--- src/rtl/tbmm_pkg.sv ---
`timescale 1ns / 1ps
// ----------------------------------------------------------------------------
// tbmm_pkg
// Shared types and constants of the time bucket min/max/mean downsampler.
// ----------------------------------------------------------------------------
package tbmm_pkg;

  localparam int unsigned Probes = 4;
  localparam int unsigned NumPr  = (Probes < 4) ? Probes : 4;
  localparam int unsigned PrW    = 2;
  localparam int unsigned CfgIdxW = 3;
  localparam int unsigned CfgDataW = 32;

  localparam logic signed [15:0] Int16Max = 16'sh7fff;
  localparam logic signed [15:0] Int16Min = 16'sh8000;

  // register indexes
  localparam logic [CfgIdxW-1:0] RegAggEn     = 3'd0;
  localparam logic [CfgIdxW-1:0] RegStride    = 3'd1;
  localparam logic [CfgIdxW-1:0] RegBucketSec = 3'd2;
  localparam logic [CfgIdxW-1:0] RegStart     = 3'd3;
  localparam logic [CfgIdxW-1:0] RegStop      = 3'd4;
  localparam logic [CfgIdxW-1:0] RegDetached  = 3'd5;
  localparam logic [CfgIdxW-1:0] RegInvalid   = 3'd6;

  typedef struct packed {
    logic        action;
    logic [31:0] sample_time;
    logic signed [15:0] temp_probe0;
    logic signed [15:0] temp_probe1;
    logic signed [15:0] temp_probe2;
    logic signed [15:0] temp_probe3;
    logic [7:0]  sample_status;
    logic signed [7:0] signal_strength;
    logic        record_good;
  } in_word_t;

  typedef struct packed {
    logic        result_kind;
    logic [31:0] result_time;
    logic [1:0]  probe_number;
    logic signed [15:0] raw_value;
    logic signed [15:0] bucket_min;
    logic signed [15:0] bucket_max;
    logic signed [15:0] bucket_mean;
    logic [15:0] bucket_records;
    logic [7:0]  status_out;
    logic signed [7:0] strength_out;
    logic        last_of_run;
  } out_word_t;

  typedef enum logic [3:0] {
    StIdle, StCheck, StModStart, StModRun, StBucket,
    StEmitRaw, StDivStart, StDivRun, StEmitSum, StAccum, StFlushClr
  } state_e;

  // controller to datapath
  typedef struct packed {
    logic load_in;      // capture input word
    logic mod_start;    // start t mod len
    logic div_start;    // start divide for probe sel
    logic emit_raw;     // present raw word for probe sel
    logic emit_sum;     // present summary word for probe sel
    logic open_bucket;  // clear accumulators and open at t0
    logic accum;        // fold record into bucket
    logic clear_all;    // end action: clear bucket, counter, past_stop
    logic set_past;     // set past_stop
    logic bump_kept;    // advance stride counter
    logic [PrW-1:0] sel;
  } ctrl_t;

  // datapath to controller
  typedef struct packed {
    logic is_end;
    logic drop;
    logic over_stop;
    logic agg;
    logic fire;
    logic bucket_open;
    logic same_bucket;
    logic mod_done;
    logic div_done;
    logic out_busy;
  } stat_t;

endpackage

--- src/rtl/tbmm_stream_if.sv ---
`timescale 1ns / 1ps
// ----------------------------------------------------------------------------
// tbmm_stream_if
// Valid/ready channel carrying one word of a given type.
// ----------------------------------------------------------------------------
interface tbmm_stream_if #(parameter type word_t = logic);
  logic  valid;
  logic  ready;
  word_t data;
  modport source (output valid, output data, input ready);
  modport sink (input valid, input data, output ready);
endinterface

--- src/rtl/tbmm_divider.sv ---
`timescale 1ns / 1ps
// ----------------------------------------------------------------------------
// tbmm_divider
// Restoring 32-bit unsigned divider, one quotient bit per cycle.
// ----------------------------------------------------------------------------
module tbmm_divider (
  input  logic        clk_i,
  input  logic        rst_ni,
  input  logic        start_i,
  input  logic [31:0] dividend_i,
  input  logic [31:0] divisor_i,
  output logic        done_o,
  output logic [31:0] quot_o,
  output logic [31:0] rem_o
);
  logic [31:0] quot_q, quot_d, rem_q, rem_d, dvs_q, dvs_d;
  logic [5:0]  cnt_q, cnt_d;
  logic        busy_q, busy_d, done_q, done_d;
  logic [32:0] trial;

  // one shift-subtract step
  always_comb begin
    quot_d = quot_q;
    rem_d  = rem_q;
    dvs_d  = dvs_q;
    cnt_d  = cnt_q;
    busy_d = busy_q;
    done_d = 1'b0;
    trial  = {rem_q, quot_q[31]} - {1'b0, dvs_q};
    if (start_i) begin
      quot_d = dividend_i;
      rem_d  = '0;
      dvs_d  = divisor_i;
      cnt_d  = 6'd32;
      busy_d = 1'b1;
    end else if (busy_q) begin
      if (trial[32]) begin
        rem_d  = {rem_q[30:0], quot_q[31]};
        quot_d = {quot_q[30:0], 1'b0};
      end else begin
        rem_d  = trial[31:0];
        quot_d = {quot_q[30:0], 1'b1};
      end
      cnt_d = cnt_q - 6'd1;
      if (cnt_q == 6'd1) begin
        busy_d = 1'b0;
        done_d = 1'b1;
      end
    end
  end

  always_ff @(posedge clk_i or negedge rst_ni) begin
    if (!rst_ni) begin
      busy_q <= 1'b0;
      done_q <= 1'b0;
      cnt_q  <= '0;
    end else begin
      busy_q <= busy_d;
      done_q <= done_d;
      cnt_q  <= cnt_d;
    end
  end

  always_ff @(posedge clk_i) begin
    quot_q <= quot_d;
    rem_q  <= rem_d;
    dvs_q  <= dvs_d;
  end

  assign done_o = done_q;
  assign quot_o = quot_q;
  assign rem_o  = rem_q;
endmodule

--- src/rtl/tbmm_datapath.sv ---
`timescale 1ns / 1ps
// ----------------------------------------------------------------------------
// tbmm_datapath
// Config registers, bucket accumulators, divider and output register.
// ----------------------------------------------------------------------------
module tbmm_datapath (
  input  logic clk_i,
  input  logic rst_ni,
  input  logic cfg_we_i,
  input  logic [tbmm_pkg::CfgIdxW-1:0] cfg_idx_i,
  input  logic [tbmm_pkg::CfgDataW-1:0] cfg_data_i,
  input  tbmm_pkg::in_word_t in_word_i,
  input  tbmm_pkg::ctrl_t ctrl_i,
  output tbmm_pkg::stat_t stat_o,
  tbmm_stream_if.source out_o
);
  localparam int unsigned N = tbmm_pkg::NumPr;

  // config
  logic        agg_q;
  logic [15:0] stride_q;
  logic [31:0] bsec_q, start_q, stop_q;
  logic signed [15:0] det_q, inv_q;

  always_ff @(posedge clk_i or negedge rst_ni) begin
    if (!rst_ni) begin
      agg_q    <= 1'b0;
      stride_q <= 16'd1;
      bsec_q   <= 32'd60;
      start_q  <= '0;
      stop_q   <= '1;
      det_q    <= tbmm_pkg::Int16Min;
      inv_q    <= 16'sh8001;
    end else if (cfg_we_i) begin
      unique case (cfg_idx_i)
        tbmm_pkg::RegAggEn:     agg_q    <= cfg_data_i[0];
        tbmm_pkg::RegStride:    stride_q <= cfg_data_i[15:0];
        tbmm_pkg::RegBucketSec: bsec_q   <= cfg_data_i;
        tbmm_pkg::RegStart:     start_q  <= cfg_data_i;
        tbmm_pkg::RegStop:      stop_q   <= cfg_data_i;
        tbmm_pkg::RegDetached:  det_q    <= cfg_data_i[15:0];
        tbmm_pkg::RegInvalid:   inv_q    <= cfg_data_i[15:0];
        default: ;
      endcase
    end
  end

  // captured input word
  tbmm_pkg::in_word_t w_q;
  always_ff @(posedge clk_i) begin
    if (ctrl_i.load_in) w_q <= in_word_i;
  end

  logic signed [15:0] v [N];
  always_comb begin
    logic signed [15:0] all4 [4];
    all4[0] = w_q.temp_probe0;
    all4[1] = w_q.temp_probe1;
    all4[2] = w_q.temp_probe2;
    all4[3] = w_q.temp_probe3;
    for (int i = 0; i < N; i++) v[i] = all4[i];
  end

  // state
  logic        open_q, past_q;
  logic [31:0] bstart_q;
  logic [15:0] brec_q, kept_q;
  logic signed [15:0] mn_q [N];
  logic signed [15:0] mx_q [N];
  logic signed [31:0] sum_q [N];
  logic [15:0] cnt_q [N];

  // shared divider: modulo for bucket start, then per-probe mean
  logic        div_start, div_done;
  logic [31:0] div_a, div_b, div_quot, div_rem;
  logic        neg;
  logic [31:0] sum_abs;
  assign neg     = sum_q[ctrl_i.sel][31];
  assign sum_abs = neg ? (32'd0 - sum_q[ctrl_i.sel]) : sum_q[ctrl_i.sel];
  assign div_start = ctrl_i.mod_start | ctrl_i.div_start;
  assign div_a = ctrl_i.mod_start ? w_q.sample_time : sum_abs;
  assign div_b = ctrl_i.mod_start ? ((bsec_q == '0) ? 32'd1 : bsec_q)
                                  : {16'd0, cnt_q[ctrl_i.sel]};

  tbmm_divider u_div (
    .clk_i, .rst_ni, .start_i(div_start), .dividend_i(div_a),
    .divisor_i(div_b), .done_o(div_done), .quot_o(div_quot), .rem_o(div_rem)
  );

  // divider use: 0 bucket modulo, 1 mean
  logic mean_q;
  always_ff @(posedge clk_i or negedge rst_ni) begin
    if (!rst_ni) mean_q <= 1'b0;
    else if (ctrl_i.mod_start) mean_q <= 1'b0;
    else if (ctrl_i.div_start) mean_q <= 1'b1;
  end

  // bucket start, taken when the modulo finishes
  logic [31:0] t0_q;
  always_ff @(posedge clk_i) begin
    if (div_done && !mean_q) t0_q <= w_q.sample_time - div_rem;
  end

  // bucket and stride state
  logic [15:0] stride_eff;
  assign stride_eff = (stride_q == '0) ? 16'd1 : stride_q;

  always_ff @(posedge clk_i or negedge rst_ni) begin
    if (!rst_ni) begin
      open_q <= 1'b0; past_q <= 1'b0; bstart_q <= '0; brec_q <= '0;
      kept_q <= '0;
      for (int i = 0; i < N; i++) begin
        mn_q[i] <= tbmm_pkg::Int16Max; mx_q[i] <= tbmm_pkg::Int16Min;
        sum_q[i] <= '0; cnt_q[i] <= '0;
      end
    end else begin
      if (ctrl_i.set_past) past_q <= 1'b1;
      if (ctrl_i.bump_kept)
        kept_q <= ({16'd0, kept_q} + 32'd1 >= {16'd0, stride_eff}) ? '0
                  : kept_q + 16'd1;
      if (ctrl_i.clear_all || ctrl_i.open_bucket) begin
        open_q <= ctrl_i.open_bucket;
        bstart_q <= ctrl_i.open_bucket ? t0_q : '0;
        brec_q <= '0;
        for (int i = 0; i < N; i++) begin
          mn_q[i] <= tbmm_pkg::Int16Max; mx_q[i] <= tbmm_pkg::Int16Min;
          sum_q[i] <= '0; cnt_q[i] <= '0;
        end
        if (ctrl_i.clear_all) begin
          kept_q <= '0; past_q <= 1'b0;
        end
      end else if (ctrl_i.accum) begin
        if (brec_q != 16'hffff) brec_q <= brec_q + 16'd1;
        for (int i = 0; i < N; i++) begin
          if (v[i] != det_q && v[i] != inv_q) begin
            if (v[i] < mn_q[i]) mn_q[i] <= v[i];
            if (v[i] > mx_q[i]) mx_q[i] <= v[i];
            if (cnt_q[i] != 16'hffff) begin
              sum_q[i] <= sum_q[i] + {{16{v[i][15]}}, v[i]};
              cnt_q[i] <= cnt_q[i] + 16'd1;
            end
          end
        end
      end
    end
  end

  // status
  assign stat_o.is_end      = w_q.action;
  assign stat_o.drop        = past_q || (w_q.sample_time < start_q) || !w_q.record_good;
  assign stat_o.over_stop   = w_q.sample_time > stop_q;
  assign stat_o.agg         = agg_q;
  assign stat_o.fire        = (kept_q == '0);
  assign stat_o.bucket_open = open_q;
  assign stat_o.same_bucket = (t0_q == bstart_q);
  assign stat_o.mod_done    = div_done;
  assign stat_o.div_done    = div_done;
  assign stat_o.out_busy    = out_o.valid;

  // output register
  tbmm_pkg::out_word_t ow;
  logic [31:0] mq;
  logic has;
  assign mq  = neg ? (32'd0 - div_quot) : div_quot;
  assign has = (cnt_q[ctrl_i.sel] != '0);
  always_comb begin
    ow = '0;
    ow.probe_number = ctrl_i.sel;
    ow.last_of_run  = ({30'd0, ctrl_i.sel} == N - 1);
    if (ctrl_i.emit_raw) begin
      ow.result_kind  = 1'b0;
      ow.result_time  = w_q.sample_time;
      ow.raw_value    = v[ctrl_i.sel];
      ow.status_out   = w_q.sample_status;
      ow.strength_out = w_q.signal_strength;
    end else begin
      ow.result_kind    = 1'b1;
      ow.result_time    = bstart_q;
      ow.bucket_min     = has ? mn_q[ctrl_i.sel] : det_q;
      ow.bucket_max     = has ? mx_q[ctrl_i.sel] : det_q;
      ow.bucket_mean    = has ? mq[15:0] : det_q;
      ow.bucket_records = brec_q;
    end
  end

  logic ovalid_q;
  tbmm_pkg::out_word_t odata_q;
  always_ff @(posedge clk_i or negedge rst_ni) begin
    if (!rst_ni) ovalid_q <= 1'b0;
    else if (ctrl_i.emit_raw || ctrl_i.emit_sum) ovalid_q <= 1'b1;
    else if (out_o.ready) ovalid_q <= 1'b0;
  end
  always_ff @(posedge clk_i) begin
    if (ctrl_i.emit_raw || ctrl_i.emit_sum) odata_q <= ow;
  end
  assign out_o.valid = ovalid_q;
  assign out_o.data  = odata_q;
endmodule

--- src/rtl/tbmm_ctrl.sv ---
`timescale 1ns / 1ps
// ----------------------------------------------------------------------------
// tbmm_ctrl
// Sequencer: filter, bucket test, summary emission and accumulation.
// ----------------------------------------------------------------------------
module tbmm_ctrl (
  input  logic clk_i,
  input  logic rst_ni,
  input  logic in_valid_i,
  output logic in_ready_o,
  input  tbmm_pkg::stat_t stat_i,
  output tbmm_pkg::ctrl_t ctrl_o
);
  localparam int unsigned N = tbmm_pkg::NumPr;

  tbmm_pkg::state_e state_q, state_d;
  logic [tbmm_pkg::PrW-1:0] sel_q, sel_d;
  logic is_last;
  assign is_last = ({30'd0, sel_q} == N - 1);

  always_ff @(posedge clk_i or negedge rst_ni) begin
    if (!rst_ni) begin
      state_q <= tbmm_pkg::StIdle;
      sel_q   <= '0;
    end else begin
      state_q <= state_d;
      sel_q   <= sel_d;
    end
  end

  // next state
  always_comb begin
    state_d = state_q;
    sel_d   = sel_q;
    unique case (state_q)
      tbmm_pkg::StIdle: if (in_valid_i) state_d = tbmm_pkg::StCheck;
      tbmm_pkg::StCheck: begin
        sel_d = '0;
        if (stat_i.is_end)
          state_d = stat_i.bucket_open ? tbmm_pkg::StDivStart : tbmm_pkg::StFlushClr;
        else if (stat_i.drop || stat_i.over_stop) state_d = tbmm_pkg::StIdle;
        else if (!stat_i.agg)
          state_d = stat_i.fire ? tbmm_pkg::StEmitRaw : tbmm_pkg::StIdle;
        else state_d = tbmm_pkg::StModStart;
      end
      tbmm_pkg::StModStart: state_d = tbmm_pkg::StModRun;
      tbmm_pkg::StModRun: if (stat_i.mod_done) state_d = tbmm_pkg::StBucket;
      tbmm_pkg::StBucket:
        if (stat_i.bucket_open && stat_i.same_bucket) state_d = tbmm_pkg::StAccum;
        else if (stat_i.bucket_open) state_d = tbmm_pkg::StDivStart;
        else state_d = tbmm_pkg::StFlushClr;
      tbmm_pkg::StEmitRaw:
        if (!stat_i.out_busy) begin
          sel_d = sel_q + 1'b1;
          if (is_last) state_d = tbmm_pkg::StIdle;
        end
      tbmm_pkg::StDivStart: state_d = tbmm_pkg::StDivRun;
      tbmm_pkg::StDivRun: if (stat_i.div_done) state_d = tbmm_pkg::StEmitSum;
      tbmm_pkg::StEmitSum:
        if (!stat_i.out_busy) begin
          sel_d = sel_q + 1'b1;
          state_d = is_last ? tbmm_pkg::StFlushClr : tbmm_pkg::StDivStart;
        end
      tbmm_pkg::StFlushClr:
        state_d = stat_i.is_end ? tbmm_pkg::StIdle : tbmm_pkg::StAccum;
      tbmm_pkg::StAccum: state_d = tbmm_pkg::StIdle;
      default: state_d = tbmm_pkg::StIdle;
    endcase
  end

  // outputs
  always_comb begin
    ctrl_o = '0;
    ctrl_o.sel = sel_q;
    in_ready_o = (state_q == tbmm_pkg::StIdle);
    ctrl_o.load_in = (state_q == tbmm_pkg::StIdle) && in_valid_i;
    unique case (state_q)
      tbmm_pkg::StCheck: begin
        if (!stat_i.is_end && !stat_i.drop) begin
          if (stat_i.over_stop) ctrl_o.set_past = 1'b1;
          else if (!stat_i.agg) ctrl_o.bump_kept = 1'b1;
        end
      end
      tbmm_pkg::StModStart: ctrl_o.mod_start = 1'b1;
      tbmm_pkg::StDivStart: ctrl_o.div_start = 1'b1;
      tbmm_pkg::StEmitRaw: ctrl_o.emit_raw = !stat_i.out_busy;
      tbmm_pkg::StEmitSum: ctrl_o.emit_sum = !stat_i.out_busy;
      tbmm_pkg::StFlushClr: begin
        if (stat_i.is_end) ctrl_o.clear_all = 1'b1;
        else ctrl_o.open_bucket = 1'b1;
      end
      tbmm_pkg::StAccum: ctrl_o.accum = 1'b1;
      default: ;
    endcase
  end
endmodule

--- src/rtl/time_bucket_min_max_mean_top.sv ---
`timescale 1ns / 1ps
// ----------------------------------------------------------------------------
// time_bucket_min_max_mean_top
// Time-bucketed min/max/mean downsampler for four-probe temperature records.
// ----------------------------------------------------------------------------
// One record at a time: the input is ready again only once the previous record
// is done. A fired raw pass-through record sends its four words through one
// output register, a record in aggregate mode waits on the 32-step bucket
// modulo in the shared divider, and a bucket close runs the mean division in
// that divider for each probe and then reopens or clears the bucket; any
// output stall adds to this.
module time_bucket_min_max_mean_top (
  input  logic clk_i,
  input  logic rst_ni,
  input  logic cfg_we_i,
  input  logic [tbmm_pkg::CfgIdxW-1:0] cfg_idx_i,
  input  logic [tbmm_pkg::CfgDataW-1:0] cfg_data_i,
  tbmm_stream_if.sink   in_i,
  tbmm_stream_if.source out_o
);
  tbmm_pkg::ctrl_t ctrl;
  tbmm_pkg::stat_t stat;

  tbmm_ctrl u_ctrl (
    .clk_i, .rst_ni, .in_valid_i(in_i.valid), .in_ready_o(in_i.ready),
    .stat_i(stat), .ctrl_o(ctrl)
  );

  tbmm_datapath u_dp (
    .clk_i, .rst_ni, .cfg_we_i, .cfg_idx_i, .cfg_data_i,
    .in_word_i(in_i.data), .ctrl_i(ctrl), .stat_o(stat), .out_o(out_o)
  );
endmodule
--- src/flat_wrapper.sv ---
// flat-port wrapper written by rule: the top's interface ports become plain ports
module time_bucket_min_max_mean_top_flat 
  (clk_i, rst_ni, cfg_we_i, cfg_idx_i, cfg_data_i, in_i_valid, in_i_data, in_i_ready, out_o_valid, out_o_data, out_o_ready);
  tbmm_stream_if in_i_i ();
  tbmm_stream_if out_o_i ();
  input  logic clk_i;
  input  logic rst_ni;
  input  logic cfg_we_i;
  input  logic [tbmm_pkg::CfgIdxW-1:0] cfg_idx_i;
  input  logic [tbmm_pkg::CfgDataW-1:0] cfg_data_i;
  input wire logic [$bits(in_i_i.valid)-1:0] in_i_valid;
  input wire logic [$bits(in_i_i.data)-1:0] in_i_data;
  output wire logic [$bits(in_i_i.ready)-1:0] in_i_ready;
  output wire logic [$bits(out_o_i.valid)-1:0] out_o_valid;
  output wire logic [$bits(out_o_i.data)-1:0] out_o_data;
  input wire logic [$bits(out_o_i.ready)-1:0] out_o_ready;
  assign in_i_i.valid = in_i_valid;
  assign in_i_i.data = in_i_data;
  assign in_i_ready = in_i_i.ready;
  assign out_o_valid = out_o_i.valid;
  assign out_o_data = out_o_i.data;
  assign out_o_i.ready = out_o_ready;
  time_bucket_min_max_mean_top u_core (.clk_i(clk_i), .rst_ni(rst_ni), .cfg_we_i(cfg_we_i), .cfg_idx_i(cfg_idx_i), .cfg_data_i(cfg_data_i), .in_i(in_i_i), .out_o(out_o_i));
endmodule
--- config.mk ---
export PLATFORM = sky130hd
export DESIGN_NAME = time_bucket_min_max_mean_top_flat
export DESIGN_NICKNAME = d
export VERILOG_FILES = /design/src/rtl/tbmm_pkg.sv /design/src/rtl/tbmm_stream_if.sv /design/src/rtl/tbmm_divider.sv /design/src/rtl/tbmm_datapath.sv /design/src/rtl/tbmm_ctrl.sv /design/src/rtl/time_bucket_min_max_mean_top.sv /design/src/flat_wrapper.sv
export SDC_FILE = /design/constraint.sdc
export NUM_CORES = 1
export LEC_CHECK = 0
export BUFFER_PORTS_ARGS = -buffer_cell sky130_fd_sc_hd__buf_2
export CORE_UTILIZATION = 60
export CTS_CLUSTER_SIZE = 24
export DETAILED_ROUTE_END_ITERATION = 16
export PLACE_DENSITY_LB_ADDON = 0.2
export SLEW_MARGIN = 5
export SYNTH_ARGS = -nofsm -noshare
export SYNTH_HDL_FRONTEND = slang
export SYNTH_SLANG_ARGS = --single-unit
--- constraint.sdc ---
create_clock -name clk_i -period 5.3 [get_ports clk_i]
set_input_delay 0.265 -clock clk_i [delete_from_list [all_inputs] [get_ports clk_i]]
set_output_delay 0.265 -clock clk_i [all_outputs]
set_load 0.01 [all_outputs]
==> reports/qor.txt <==
Flop pwr share: 40.4%
Top Ports: 44
Startpoint type of the worst setup path: register
Final Setup Violations: 0
Area occupied by multi-input gates: 0.008736 mm^2
Number of setup buffers added after CTS: 0
Register cell area after layout: 0.009651 mm^2
Dominant synthesized flop cell: dfrtp_1
GRT Residual Overflow: 0
Syn-to-layout area delta: 11.34%
Clock H-tree levels: 2
Syn. warnings: 0
Maximum fanout along the worst path: 9
Via/cell ratio: 6.009
Pwr dens: 542.9 mW/mm^2
Final worst slack: 1.510 ns
Clock Tree Buf Depth: 3
Asr flop ratio synth: 65.05%
Leakage: 8.933 nW
Post-synthesis sequential area ratio: 50.92%
Routed WL: 43.57 mm
Root buf cell: clkbuf_16
Nets: 1,932
Most frequent cells in the layout: 233 x dfrtp_1, 207 x nand2_1, 118 x nor2_1
Drt initial violations: 947
Depth of the most critical reg-to-reg path: 13
Clk network pwr share: 24.9%
Combinational share of power: 34.8%
Pwr Total: 11.46 mW
CP Class: reg2reg
Fillers: 2,203
Worst-path cell chain: ha_1 > nand3_1 > nor2_1 > and3_1 > xor2_1 > ha_1 > nand4_1 > or2_2 > o21bai_1 > a21oi_1 > nor2_1 > nand2_1 > o21ai_1
Die area: 0.03230 mm^2
Initial core utilization: 61.47%
Hold Crit Depth: 2
Initial antenna violation count: 1
Peak VDD IR: 363.9 uV
Fin. Hold Viols: 0
Vias in the first global route: 13,530
HP Class: in2reg
Drt first pass iters: 5
Max Cap Viol: 0
CP max stage delay: 0.50 ns
Core area: 0.03083 mm^2
Mean Syn Cell Area: 10.62 um^2
Arrival @ worst endpoint: 4.22 ns
First-pass GRT wire length: 70.65 mm
Internal power: 7.358 mW
Max Slew Vio Count: 0
Status: finished clean
CP bufs+invs: 0
Post-Syn Instances: 1,784
Antenna Nets Post-Route: 0
Required @ worst endpoint: 5.73 ns
#FFs+latches synth: 372
Fin Clk Skew: 0.02383 ns
Gpl congestion: 0.8785
Synth unique cells: 69
Syn nets: 1,884
Average routed wire per standard cell: 19.27 um
Most common cell after layout, fill and taps aside: dfrtp_1
Clock-pin slew on the worst setup and hold paths: 0.06 ns
HPWL reported at the end of detailed placement: 31.08 mm
Max Fclk: 0.2639 GHz
Post-CTS Resized: 0
Worst-Margin Slew: 1.100 ns
Worst skew pair latency: 0.55 ns
RSZ-0062 raised after global routing: no
Die H: 179.7 um
GRT Overall Usage: 27.50%
Max-slew headroom: 26.69%
# DRC: 0
Cell with the largest stage delay on the worst path: a21oi_1
Net switching power: 4.098 mW
TritonCTS clock tree: built
Synth Cell Area: 0.01895 mm^2
Inserted Clock Buffers: 40
Largest net degree at the start of global routing: 106
Crit share post-route: 71.51%
Final TNS setup: 0 ns
Dpl ws: 1.599 ns
Period minus WS final: 3.790 ns
Die W: 179.7 um
Share of post-route cells with drive strength above 1: 14.75%
Sw frac: 35.77%
Setup crit end kind: register
Final core occ: 68.44%
Post-synth EDFFs: 98
Port Buf Inserts: 43
Top Family by Delay on Critical Path: simple AND/OR/NAND/NOR gates
CP Depth: 13
Clock sink count: 372
Vias post-DR: 13,590
Cell row count: 64
## worst register-to-register path, cell delays in order, from the launching register on
cell and delay (ns):
dfrtp_1 0.45, ha_1 0.29, nand3_1 0.24, nor2_1 0.30, and3_1 0.31, xor2_1 0.11, ha_1 0.31, nand4_1 0.12
or2_2 0.33, o21bai_1 0.16, a21oi_1 0.50, nor2_1 0.32, nand2_1 0.17, o21ai_1 0.07
## power by group through the flow
stage / sequential [mW] / clock (mW) / combinational (mW)
detailed placement: 4.65 / 0 / 3.95
global placement: 4.61 / 0 / 3.83
floorplan: 4.32 / 0 / 3.24
CTS: 4.61 / 2.89 / 3.99
finish: 4.63 / 2.85 / 3.98
global route: 4.72 / 3.00 / 4.43
## per-layer routing
metal	share of wire (%)	vias up	GRT usage (%)
met4	3.7	0	10.55
met5	0	-	0
li1	-	6433	-
met1	41	6703	34.90
met2	50	354	47.64
met3	5.0	97	4.092
## cells by family (layout without fill, tap and decap cells)
family                     count (synthesis)  count (layout)  share of synthesized area (%)
adders and majority gates                 59              59                          3.935
other                                      0               1                              0
buffers and inverters                    153             233                          3.189
xor gates and xnor gates                 158             158                          7.302
AOI/OAI and AO/OA                        269             269                          8.841
muxes                                    142             142                          9.217
DFF                                      372             372                          50.92
and+or+nand+nor                          631             631                          16.60
## state kept, by name, indices dropped and copies added, names as in the netlist, 2 cells and up
name and flops:
u_core.u_dp.t0_q 32, u_core.u_dp.u_div.quot_o 32, u_core.u_dp.bsec_q 32, u_core.u_dp.kept_q 16, u_core.u_dp.bstart_q 32, u_core.u_dp.cnt_q 64, u_core.u_dp.u_div.dvs_q 32, u_core.u_dp.u_div.cnt_q 6
u_core.u_ctrl.state_q 4, u_core.u_ctrl.sel_q 2, u_core.u_dp.stride_q 16, u_core.u_dp.inv_q 16, u_core.u_dp.start_q 32, u_core.u_dp.u_div.rem_o 32, u_core.u_dp.det_q 16
## timing repair
action / in CTS / in global routing
endpoints found under the setup margin: 0 / 0
hold buffers: 18 / 0
endpoints found under the hold margin: 132 / 0
## cell usage after synthesis, types with 42 or more instances
cell type	number	area, um^2
o21ai_0	73	365.4
nand2_1	207	777.0
edfxtp_1	98	2943
nand3_1	46	230.2
a21oi_1	60	300.3
dfrtp_1	234	5856
inv_1	80	300.3
nor2_1	119	446.7
xor2_1	60	525.5
clkbuf_1	63	236.5
xnor2_1	98	858.3
nor4_1	42	262.8
and2_1	52	325.3
ha_1	58	725.7
mux2_2	100	1126
## area by class of cell
cell class	count	area share [%]
diodes	1	0.01186
clock buffers	56	5.610
clock inverters	18	0.8480
inverters	81	1.453
multi-input cells	1259	41.40
flip-flops and latches	372	45.74
well taps	396	2.348
repair buffers	78	2.586
## path summary, 6_finish.rpt
path	endpoint	startpoint	slack [ns]
max	u_core.u_dp.kept_q[9]$_DFFE_PN0P_	u_core.u_dp.kept_q[0]$_DFFE_PN0P_	1.51
min	u_core.u_dp.start_q[23]$_DFFE_PN0P_	cfg_data_i[23]	0.02
max reg2reg	u_core.u_dp.kept_q[9]$_DFFE_PN0P_	u_core.u_dp.kept_q[0]$_DFFE_PN0P_	1.51
min reg2reg	u_core.u_dp.bstart_q[24]$_DFFE_PN0P_	u_core.u_dp.t0_q[24]$_DFFE_PP_	0.49
max in group asynchronous	u_core.u_dp.det_q[15]$_DFFE_PN1P_	rst_ni	3.84
min in group asynchronous	u_core.u_dp.bstart_q[5]$_DFFE_PN0P_	rst_ni	0.36
## through the flow
step	instances	hold slack, ns	area (um^2)
finish	2261	0.02208	21100
global route	2261	0.01520	21100
CTS	2260	0.01329	21100
detailed placement	2168	0.3842	19550
global placement	2168	0.3812	19550
floorplan	1784	-0.03059	18950
Note: power is estimated with default switching activity, not from simulation.
